### src/hw/rtl/evs_pkg.sv
`default_nettype none

package evs_pkg;

   // configuration port shape
   localparam int CSR_IDX_W  = 3;
   localparam int CSR_DATA_W = 32;

   // register indexes
   localparam logic [CSR_IDX_W-1:0] CSR_ENABLE       = 3'd0;
   localparam logic [CSR_IDX_W-1:0] CSR_NOISE_LIM    = 3'd1;
   localparam logic [CSR_IDX_W-1:0] CSR_FAULT_TICKS  = 3'd2;
   localparam logic [CSR_IDX_W-1:0] CSR_RATE_GAIN    = 3'd3;
   localparam logic [CSR_IDX_W-1:0] CSR_SPEED_CAP    = 3'd4;
   localparam logic [CSR_IDX_W-1:0] CSR_REVERSE_MASK = 3'd5;

   // configuration bundle handed to the datapath
   typedef struct packed {
      logic        enable;
      logic [15:0] noise_lim;
      logic [30:0] fault_ticks;
      logic [31:0] rate_gain;
      logic [30:0] speed_cap;
      logic [3:0]  reverse_mask;
   } cfg_type;

   // one per-wheel state entry
   typedef struct packed {
      logic [31:0] prev;
      logic [31:0] total;
   } ent_type;

   // item after the read-modify-write stage
   typedef struct packed {
      logic [1:0]  wheel;
      logic [31:0] delta;
      logic [31:0] total;
      logic [31:0] mag;
      logic        sneg;
   } smp_type;

endpackage

`default_nettype wire

### src/hw/rtl/evs_csr.sv
`default_nettype none

module evs_csr (
   input  logic                           clock,
   input  logic                           reset,
   input  logic                           csr_wr_en,
   input  logic [evs_pkg::CSR_IDX_W-1:0]  csr_index,
   input  logic [evs_pkg::CSR_DATA_W-1:0] csr_wdata,
   output evs_pkg::cfg_type               cfg
);
   import evs_pkg::*;

   cfg_type cfg_ff;
   cfg_type cfg_in;

   // register decode; writes past the list are dropped
   always_comb begin
      cfg_in = cfg_ff;
      if (csr_wr_en) begin
         unique case (csr_index)
            CSR_ENABLE:       cfg_in.enable       = csr_wdata[0];
            CSR_NOISE_LIM:    cfg_in.noise_lim    = csr_wdata[15:0];
            CSR_FAULT_TICKS:  cfg_in.fault_ticks  = csr_wdata[30:0];
            CSR_RATE_GAIN:    cfg_in.rate_gain    = csr_wdata[31:0];
            CSR_SPEED_CAP:    cfg_in.speed_cap    = csr_wdata[30:0];
            CSR_REVERSE_MASK: cfg_in.reverse_mask = csr_wdata[3:0];
            default:          cfg_in = cfg_ff;
         endcase
      end
   end

   always_ff @(posedge clock) begin
      if (reset) begin
         cfg_ff <= '0;
      end else begin
         cfg_ff <= cfg_in;
      end
   end

   assign cfg = cfg_ff;

endmodule

`default_nettype wire

### src/hw/rtl/evs_state_mem.sv
`default_nettype none

module evs_state_mem #(
   parameter int DEPTH = 4,
   parameter int AW    = 2
) (
   input  logic             clock,
   input  logic             reset,
   input  logic             rd_en,
   input  logic [AW-1:0]    rd_addr,
   output evs_pkg::ent_type rd_data,
   output logic             rd_hit,
   input  logic             wr_en,
   input  logic [AW-1:0]    wr_addr,
   input  evs_pkg::ent_type wr_data
);
   import evs_pkg::*;

   ent_type          mem_ff [DEPTH];
   ent_type          rd_data_ff;
   logic [DEPTH-1:0] valid_ff;
   logic             rd_hit_ff;

   // state array, registered read (read returns the value before a same-edge write)
   always_ff @(posedge clock) begin
      if (wr_en) begin
         mem_ff[wr_addr] <= wr_data;
      end
      if (rd_en) begin
         rd_data_ff <= mem_ff[rd_addr];
      end
   end

   // per-entry written flags; rd_hit is low when an unwritten entry is read
   always_ff @(posedge clock) begin
      if (reset) begin
         valid_ff  <= '0;
         rd_hit_ff <= 1'b0;
      end else begin
         if (wr_en) begin
            valid_ff[wr_addr] <= 1'b1;
         end
         if (rd_en) begin
            rd_hit_ff <= valid_ff[rd_addr];
         end
      end
   end

   assign rd_data = rd_data_ff;
   assign rd_hit  = rd_hit_ff;

endmodule

`default_nettype wire

### src/hw/rtl/evs_vel_pipe.sv
`default_nettype none

module evs_vel_pipe (
   input  logic                clock,
   input  logic                reset,
   input  evs_pkg::cfg_type    cfg,
   input  logic                in_valid,
   input  evs_pkg::smp_type    in_smp,
   output logic                in_free,
   output logic                rsp_valid,
   input  logic                rsp_stall,
   output logic [1:0]          rsp_wheel_out,
   output logic signed [31:0]  rsp_velocity,
   output logic signed [31:0]  rsp_total_count,
   output logic signed [31:0]  rsp_tick_delta,
   output logic                rsp_fault
);
   import evs_pkg::*;

   // stage 2: thresholds and multiply
   logic    s2_valid_ff, s2_valid_in;
   smp_type s2_smp_ff;
   logic    s2_free, s2_noise, s2_flt;
   logic [63:0] s2_prod;

   // stage 3: clamp and sign
   logic        s3_valid_ff, s3_valid_in;
   logic [1:0]  s3_wheel_ff;
   logic [31:0] s3_delta_ff, s3_total_ff;
   logic [63:0] s3_prod_ff;
   logic        s3_noise_ff, s3_flt_ff, s3_sneg_ff;
   logic        s3_free, s3_over;
   logic [31:0] s3_pm, s3_vel;
   logic        s3_fault;

   // output register
   logic        out_valid_ff, out_valid_in;
   logic [1:0]  out_wheel_ff;
   logic [31:0] out_vel_ff, out_total_ff, out_delta_ff;
   logic        out_fault_ff;
   logic        o_free;

   // elastic flow: each stage moves when the next one has room
   assign o_free  = !out_valid_ff || !rsp_stall;
   assign s3_free = !s3_valid_ff || o_free;
   assign s2_free = !s2_valid_ff || s3_free;
   assign in_free = s2_free;

   assign s2_valid_in  = s2_free ? in_valid : s2_valid_ff;
   assign s3_valid_in  = s3_free ? s2_valid_ff : s3_valid_ff;
   assign out_valid_in = o_free ? s3_valid_ff : out_valid_ff;

   always_ff @(posedge clock) begin
      if (reset) begin
         s2_valid_ff  <= 1'b0;
         s3_valid_ff  <= 1'b0;
         out_valid_ff <= 1'b0;
      end else begin
         s2_valid_ff  <= s2_valid_in;
         s3_valid_ff  <= s3_valid_in;
         out_valid_ff <= out_valid_in;
      end
   end

   // noise floor, fault limit, magnitude times scale
   always_comb begin
      s2_noise = s2_smp_ff.mag < {16'd0, cfg.noise_lim};
      s2_flt   = s2_smp_ff.mag > {1'b0, cfg.fault_ticks};
      s2_prod  = 64'(s2_smp_ff.mag) * 64'(cfg.rate_gain);
   end

   // zero on noise or fault, else clamp to max speed and sign
   always_comb begin
      s3_over = s3_prod_ff > {33'd0, cfg.speed_cap};
      s3_pm   = s3_over ? {1'b0, cfg.speed_cap} : s3_prod_ff[31:0];
      if (s3_noise_ff) begin
         s3_vel   = '0;
         s3_fault = 1'b0;
      end else if (s3_flt_ff) begin
         s3_vel   = '0;
         s3_fault = 1'b1;
      end else begin
         s3_vel   = s3_sneg_ff ? (32'd0 - s3_pm) : s3_pm;
         s3_fault = s3_over;
      end
   end

   // payload registers
   always_ff @(posedge clock) begin
      if (s2_free && in_valid) begin
         s2_smp_ff <= in_smp;
      end
      if (s3_free && s2_valid_ff) begin
         s3_wheel_ff <= s2_smp_ff.wheel;
         s3_delta_ff <= s2_smp_ff.delta;
         s3_total_ff <= s2_smp_ff.total;
         s3_prod_ff  <= s2_prod;
         s3_noise_ff <= s2_noise;
         s3_flt_ff   <= s2_flt;
         s3_sneg_ff  <= s2_smp_ff.sneg;
      end
      if (o_free && s3_valid_ff) begin
         out_wheel_ff <= s3_wheel_ff;
         out_vel_ff   <= s3_vel;
         out_total_ff <= s3_total_ff;
         out_delta_ff <= s3_delta_ff;
         out_fault_ff <= s3_fault;
      end
   end

   assign rsp_valid       = out_valid_ff;
   assign rsp_wheel_out   = out_wheel_ff;
   assign rsp_velocity    = out_vel_ff;
   assign rsp_total_count = out_total_ff;
   assign rsp_tick_delta  = out_delta_ff;
   assign rsp_fault       = out_fault_ff;

endmodule

`default_nettype wire

### src/hw/rtl/encoder_velocity_sampler.sv
// Encoder velocity sampler.
// Request channel (req_valid / req_stall) carries one wheel's raw counter
// reading; an item is taken when req_valid is high and req_stall is low.
// The result channel (rsp_valid / rsp_stall) returns the wheel index, the
// Q16.16 velocity, the running count, the tick delta and a fault flag.
// Configuration is written through csr_wr_en / csr_index / csr_wdata,
// by the user only while the block is idle; the block does not enforce it.
// Steps: the state is read at the taking edge, then read-modify-write,
// multiply, and clamp into the output register follow as registered
// stages. Throughput: one item per cycle unless the receiver stalls; the
// per-wheel state RAM is read once and written once a cycle, with a
// bypass for back-to-back items on one wheel.
// Items taken while disabled, or for a wheel index at or above NUM_WHEELS,
// produce no result and leave the state alone.
// Reset clears the configuration, the pipeline and the per-entry written
// flags of the state RAM, so every wheel starts from zero; no sweep needed.
// When the receiver stalls, the result holds and the stages behind it keep
// filling; req_stall rises only once every stage is occupied.
`default_nettype none

module encoder_velocity_sampler #(
   parameter int NUM_WHEELS = 4
) (
   input  logic                           clock,
   input  logic                           reset,
   input  logic                           req_valid,
   output logic                           req_stall,
   input  logic [1:0]                     req_wheel,
   input  logic signed [31:0]             req_raw_count,
   output logic                           rsp_valid,
   input  logic                           rsp_stall,
   output logic [1:0]                     rsp_wheel_out,
   output logic signed [31:0]             rsp_velocity,
   output logic signed [31:0]             rsp_total_count,
   output logic signed [31:0]             rsp_tick_delta,
   output logic                           rsp_fault,
   input  logic                           csr_wr_en,
   input  logic [evs_pkg::CSR_IDX_W-1:0]  csr_index,
   input  logic [evs_pkg::CSR_DATA_W-1:0] csr_wdata
);
   import evs_pkg::*;

   localparam int AW = (NUM_WHEELS > 1) ? $clog2(NUM_WHEELS) : 1;

   cfg_type cfg;

   logic          req_take, wheel_ok, s1_load, s1_adv, s1_free, pipe_free;
   logic          s1_valid_ff, s1_valid_in;
   logic [1:0]    s1_wheel_ff;
   logic [31:0]   s1_count_ff;
   logic [AW-1:0] rd_addr, s1_addr;
   ent_type       rd_data, cur_ent, wb_ent;
   logic          rd_hit;
   logic          lw_valid_ff;
   logic [AW-1:0] lw_addr_ff;
   ent_type       lw_ent_ff;
   logic [31:0]   delta, rdelta;
   logic          neg;
   smp_type       smp;

   evs_csr u_csr (
      .clock     (clock),
      .reset     (reset),
      .csr_wr_en (csr_wr_en),
      .csr_index (csr_index),
      .csr_wdata (csr_wdata),
      .cfg       (cfg)
   );

   // intake: only enabled items for a wheel in range enter the pipeline
   assign req_take  = req_valid && !req_stall;
   assign wheel_ok  = ({30'd0, req_wheel} < 32'(NUM_WHEELS));
   assign s1_load   = req_take && cfg.enable && wheel_ok;
   assign s1_adv    = s1_valid_ff && pipe_free;
   assign s1_free   = !s1_valid_ff || pipe_free;
   assign req_stall = !s1_free;

   assign rd_addr = AW'({30'd0, req_wheel});
   assign s1_addr = AW'({30'd0, s1_wheel_ff});

   always_comb begin
      s1_valid_in = s1_valid_ff;
      if (s1_load) begin
         s1_valid_in = 1'b1;
      end else if (s1_adv) begin
         s1_valid_in = 1'b0;
      end
   end

   always_ff @(posedge clock) begin
      if (reset) begin
         s1_valid_ff <= 1'b0;
         lw_valid_ff <= 1'b0;
      end else begin
         s1_valid_ff <= s1_valid_in;
         if (s1_adv) begin
            lw_valid_ff <= 1'b1;
         end
      end
   end

   always_ff @(posedge clock) begin
      if (s1_load) begin
         s1_wheel_ff <= req_wheel;
         s1_count_ff <= req_raw_count;
      end
      if (s1_adv) begin
         lw_addr_ff <= s1_addr;
         lw_ent_ff  <= wb_ent;
      end
   end

   // per-wheel state RAM
   evs_state_mem #(
      .DEPTH (NUM_WHEELS),
      .AW    (AW)
   ) u_mem (
      .clock   (clock),
      .reset   (reset),
      .rd_en   (s1_load),
      .rd_addr (rd_addr),
      .rd_data (rd_data),
      .rd_hit  (rd_hit),
      .wr_en   (s1_adv),
      .wr_addr (s1_addr),
      .wr_data (wb_ent)
   );

   // bypass the last write-back, which the RAM read may have missed
   always_comb begin
      if (lw_valid_ff && (lw_addr_ff == s1_addr)) begin
         cur_ent = lw_ent_ff;
      end else if (rd_hit) begin
         cur_ent = rd_data;
      end else begin
         cur_ent = '0;
      end
   end

   // delta, magnitude and updated state
   always_comb begin
      delta        = s1_count_ff - cur_ent.prev;
      rdelta       = cur_ent.prev - s1_count_ff;
      neg          = delta[31];
      wb_ent.prev  = s1_count_ff;
      wb_ent.total = cur_ent.total + delta;
      smp.wheel    = s1_wheel_ff;
      smp.delta    = delta;
      smp.total    = wb_ent.total;
      smp.mag      = neg ? rdelta : delta;
      smp.sneg     = neg ^ cfg.reverse_mask[s1_wheel_ff];
   end

   evs_vel_pipe u_pipe (
      .clock           (clock),
      .reset           (reset),
      .cfg             (cfg),
      .in_valid        (s1_valid_ff),
      .in_smp          (smp),
      .in_free         (pipe_free),
      .rsp_valid       (rsp_valid),
      .rsp_stall       (rsp_stall),
      .rsp_wheel_out   (rsp_wheel_out),
      .rsp_velocity    (rsp_velocity),
      .rsp_total_count (rsp_total_count),
      .rsp_tick_delta  (rsp_tick_delta),
      .rsp_fault       (rsp_fault)
   );

endmodule

`default_nettype wire

### config.mk
export PLATFORM = sky130hd
export DESIGN_NAME = encoder_velocity_sampler
export DESIGN_NICKNAME = d
export VERILOG_FILES = /design/src/hw/rtl/evs_pkg.sv /design/src/hw/rtl/evs_csr.sv /design/src/hw/rtl/evs_state_mem.sv /design/src/hw/rtl/evs_vel_pipe.sv /design/src/hw/rtl/encoder_velocity_sampler.sv
export SDC_FILE = /design/constraint.sdc
export NUM_CORES = 2
export LEC_CHECK = 0
export BUFFER_PORTS_ARGS = -buffer_cell sky130_fd_sc_hd__buf_2
export CAP_MARGIN = 20
export CORE_MARGIN = 2
export CORE_UTILIZATION = 30
export CTS_CLUSTER_SIZE = 12
export DETAILED_ROUTE_END_ITERATION = 10
export GPL_TIMING_DRIVEN = 0
export PLACE_DENSITY = 0.54
export SLEW_MARGIN = 20
export SYNTH_ARGS = -nofsm -noshare
export SYNTH_HDL_FRONTEND = slang
export SYNTH_SLANG_ARGS = --single-unit
### constraint.sdc
create_clock -name clock -period 29.4 [get_ports clock]
set_clock_uncertainty 0.05 [all_clocks]
set_input_delay 1.47 -clock clock [delete_from_list [all_inputs] [get_ports clock]]
set_output_delay 1.47 -clock clock [all_outputs]
set_load 0.01 [all_outputs]
==> out/metrics.yaml <==
status: "complete, no violations"
post-route-period-util: 0.3735
finalNetCount: 8200
final_period_minus_worst_setup_slack_ps: 10980
detailedPlace.worstSlack_ps: 18650
met3_wirelength_um: 17320
seq_area_frac_synth: 0.3417
rsz_0062_raised_after_global_routing: "false"
tritoncts_clock_tree: "done"
synth_top_family_by_area: "adder cells"
drt_first_pass_iters: 6
chipHeight_um: 487.9
synth_nets: 7895
num_rows: 177
route.vias.total: 48770
postLayoutCoreUtil: 0.3390
grt_antenna_before_repair: 46
grt_pass1_wl_um: 351100
clock_insertion_delay_worst_skew_ps: 710
p_sw_frac: 0.2576
flow.area_growth_from_synthesis_pct: 12.32
tns_ps: 0
synthDominantAreaCellType: "sky130_fd_sc_hd__edfxtp_1"
yosys.area_share.adder: 0.3335
post_drt_via_cell_ratio: 4.870
power_per_cell_area_mw_per_mm2: 35.10
critPathArrivalTime_ps: 11380
floorplan_core_area_mm2: 0.2328
synthSimpleGateAreaFrac: 0.1396
gr-total-overflow: 0
critical_path_peak_fanout: 10
yosys_most_used_dff: "sky130_fd_sc_hd__edfxtp_1"
post_synth_main_area_contributors: "sky130_fd_sc_hd__edfxtp_1 31%, sky130_fd_sc_hd__fa_1 26%, sky130_fd_sc_hd__ha_1 7.7%"
first_global_vias: 51250
final_critical_path_setup_slack_ps: 18420
initial_core_util: 0.3018
grt_start_max_net_pins: 36
place.detailed.hpwl_um: 193900
ys_seq_elements: 841
share_of_the_synthesized_netlist_area_taken_by_xor_and_xnor_gates: 0.02358
post_route_drc_violation_count: 0
edff_count_synth: 716
finalWeightedCongestion: 1.005
ant_nets: 0
timing_worst_setup_path_type: "reg -> reg"
ctsRootBufferMaster: "sky130_fd_sc_hd__clkbuf_16"
cts-hold-fix-buffers: 0
die_area_mm2: 0.2380
boundaryPins: 175
worst_hold_path_type: "reg -> reg"
syn_area_mm2: 0.07024
power.leakage_uw: 0.03314
dpl.cell_count: 9834
whs_path_depth: 0
p_clk_frac: 0.400
average_wire_per_standard_cell_um: 23.87
switching_component_of_the_power_uw: 713.4
tritoncts.num_buffers: 89
post_cts_buffers: 0
cts_h_tree_lvls: 3
final.fill_count: 23400
maxClockFrequency_mhz: 91.08
cp_required_ps: 29800
post_cts_resized: 0
p_seq_frac: 0.470
number_of_sinks_on_the_clock_net: 841
track_usage: 0.2023
worst_ir_drop_vdd_mv: 0.04432
setup.worst_path.end_class: "register"
synth_largest_type_area_fraction: 0.3061
worst_setup_path_start_kind: "register"
drtIter0Drc: 4019
worst_slew_margin_rel: 0.1668
worst_slew_pin_slew_ps: 1250
layoutNonFillerInstCount: 10020
average_footprint_of_a_synthesized_cell_um2: 10.83
combPwrFrac: 0.130
synth_mux_area_frac: 0.02932
timing_hold_violations_final: 0
detailroute.wirelength.met2_um: 109300
max_cap_viol_count: 0
clkTransAtPathRegs_ps: 60
maxSlewViolCount: 0
yosysWarnings: 0
drive_gt1_frac: 0.06859
ys_types: 83
hold_ws_ps: 338.9
setup_viol_count_final: 0
int_pwr_uw: 2056
maxUsedRoutingLayer: "met4"
routed_wl_um: 239100
synth-compound-area-share: 0.05830
post_synth_inst_count: 6488
worst-r2r-cell-count: 27
async_sr_flop_fraction: 0
numPortBuffers: 172
cts-root-to-sink-buffers: 3
die_x_um: 487.9
m1WireLength_um: 98340
-- synth_stat cells, drive strengths merged (5+ instances only) --
library cell  count
and3             22
nand3           108
and4              5
a211oi           20
or3              13
nand2           821
o211ai           17
nand4b            5
mux2              7
nand3b            5
nor2            157
nor2b            39
a31oi            16
a41oi             5
nand2b           29
a221oi            9
and2            652
xor2             64
mux2i            49
fa              899
or2              10
clkbuf          298
o31ai            13
mux4             66
a21o             83
nand4            31
xnor2           123
a21oi           297
inv            1046
buf              25
o21bai           25
dfxtp           125
edfxtp          716
ha              434
o21ai           103
o21a             18
a21boi           10
nor3b             6
nor3             41
nor4             28
-- power by group through the flow --
stage          Clock (µW)  Sequential, µW  Combinational, µW
3_3_place_gp            0            1330                352
6_report             1110            1300                361
3_5_place_dp            0            1330                351
2_1_floorplan           0            1320                230
4_1_cts              1130            1300                359
5_1_grt              1180            1300                397
-- cells by family (layout without fill, tap and decap cells) --
| family | after synthesis | in the layout |
|---|---|---|
| compound gates | 658 | 658 |
| xor+xnor | 187 | 187 |
| fa+ha+maj | 1333 | 1333 |
| buf+inv | 1369 | 1733 |
| flops | 841 | 841 |
| mux | 122 | 122 |
| other cells | 0 | 32 |
| simple gates | 1978 | 1978 |
-- worst max-delay path, cell delays in order, from the launching register on --
cell                       delay, ps
sky130_fd_sc_hd__edfxtp_1        730
sky130_fd_sc_hd__clkbuf_1        800
sky130_fd_sc_hd__and2_1          250
sky130_fd_sc_hd__fa_1            410
sky130_fd_sc_hd__inv_1            80
sky130_fd_sc_hd__fa_1            430
sky130_fd_sc_hd__fa_1            540
sky130_fd_sc_hd__fa_1            560
sky130_fd_sc_hd__inv_1            50
sky130_fd_sc_hd__fa_1            500
sky130_fd_sc_hd__inv_1            60
sky130_fd_sc_hd__fa_1            530
sky130_fd_sc_hd__inv_1            50
sky130_fd_sc_hd__fa_1            520
sky130_fd_sc_hd__fa_1            430
sky130_fd_sc_hd__ha_1            360
sky130_fd_sc_hd__clkbuf_1        310
sky130_fd_sc_hd__nand3_1         180
sky130_fd_sc_hd__o211ai_1        260
sky130_fd_sc_hd__a221oi_1        150
sky130_fd_sc_hd__o211ai_1        800
sky130_fd_sc_hd__nand2_1         460
sky130_fd_sc_hd__o31ai_1         980
sky130_fd_sc_hd__a21oi_1         300
sky130_fd_sc_hd__o21bai_1        400
sky130_fd_sc_hd__o311a_1         310
sky130_fd_sc_hd__a221oi_2         90
sky130_fd_sc_hd__xnor2_1         150
-- area by class of cell --
| cell class | count | area, µm² | area share |
|---|---|---|---|
| flip-flops and latches | 841 | 24000 | 0.3042 |
| clock inverters | 24 | 305.3 | 0.003870 |
| diodes | 32 | 80.08 | 0.001015 |
| well taps | 3132 | 3919 | 0.04967 |
| plain buffers | 323 | 1281 | 0.01624 |
| inverters | 1046 | 3926 | 0.04976 |
| clock buffers | 126 | 2524 | 0.03199 |
| multi-input cells | 4278 | 41110 | 0.5210 |
| repair buffers | 214 | 1752 | 0.02220 |
-- placed cells by master, fill, tap and decap left out, types with 28 or more instances in the layout --
cell type	count
sky130_fd_sc_hd__mux4_2	66
sky130_fd_sc_hd__fa_1	899
sky130_fd_sc_hd__nor2_1	154
sky130_fd_sc_hd__inv_1	1046
sky130_fd_sc_hd__nor2b_1	38
sky130_fd_sc_hd__and2_1	652
sky130_fd_sc_hd__dfxtp_1	125
sky130_fd_sc_hd__mux2i_1	49
sky130_fd_sc_hd__xnor2_1	123
sky130_fd_sc_hd__edfxtp_1	716
sky130_fd_sc_hd__o21ai_0	88
sky130_fd_sc_hd__ha_1	434
sky130_fd_sc_hd__nand2_1	821
sky130_fd_sc_hd__a21o_1	83
sky130_fd_sc_hd__buf_2	174
sky130_fd_sc_hd__diode_2	32
sky130_fd_sc_hd__nand2b_1	29
sky130_fd_sc_hd__a21oi_1	293
sky130_fd_sc_hd__nor4_1	28
sky130_fd_sc_hd__xor2_1	63
sky130_fd_sc_hd__nand3_1	107
sky130_fd_sc_hd__nor3_1	40
sky130_fd_sc_hd__clkbuf_1	317
sky130_fd_sc_hd__clkbuf_16	94
sky130_fd_sc_hd__nand4_1	31
-- metrics by stage --
stage | instance area [µm²] | power [µW]
final | 78900 | 2769
after floorplan | 70240 | 1553
after detailed placement | 75990 | 1678
after global placement | 75020 | 1679
after global routing | 78880 | 2874
after CTS | 78810 | 2795
-- final timing paths --
path | from | end | slack [ps]
worst min-delay path | u_pipe.s2_smp_ff[77] | u_pipe.s3_delta_ff[12] | 340
worst max-delay path | u_pipe.s2_smp_ff[15] | u_pipe.s3_prod_ff[60] | 18420
worst max register to register | u_pipe.s2_smp_ff[15] | u_pipe.s3_prod_ff[60] | 18420
worst min register to register | u_pipe.s2_smp_ff[77] | u_pipe.s3_delta_ff[12] | 340
-- state kept, by name (all words and copies together) (netlist names), 4 cells and up --
register,flops
u_csr.cfg,115
u_pipe.s2_smp_ff,98
u_pipe.rsp_velocity,32
s1_count_ff,32
u_mem.valid_ff,4
u_pipe.rsp_total_count,32
u_pipe.s3_prod_ff,64
u_pipe.rsp_tick_delta,32
u_pipe.s3_delta_ff,32
lw_ent_ff,32
u_mem.rd_data,64
u_mem.mem_ff,256
u_pipe.s3_total_ff,32
-- metal layers --
| layer | vias up | global-route usage |
|---|---|---|
| li1 | 21480 | - |
| met1 | 24980 | 0.2624 |
| met2 | 1856 | 0.3231 |
| met3 | 451 | 0.03481 |
| met4 | 0 | 0.1063 |
| met5 | - | 0 |
Power figures use the tool's default switching activity.
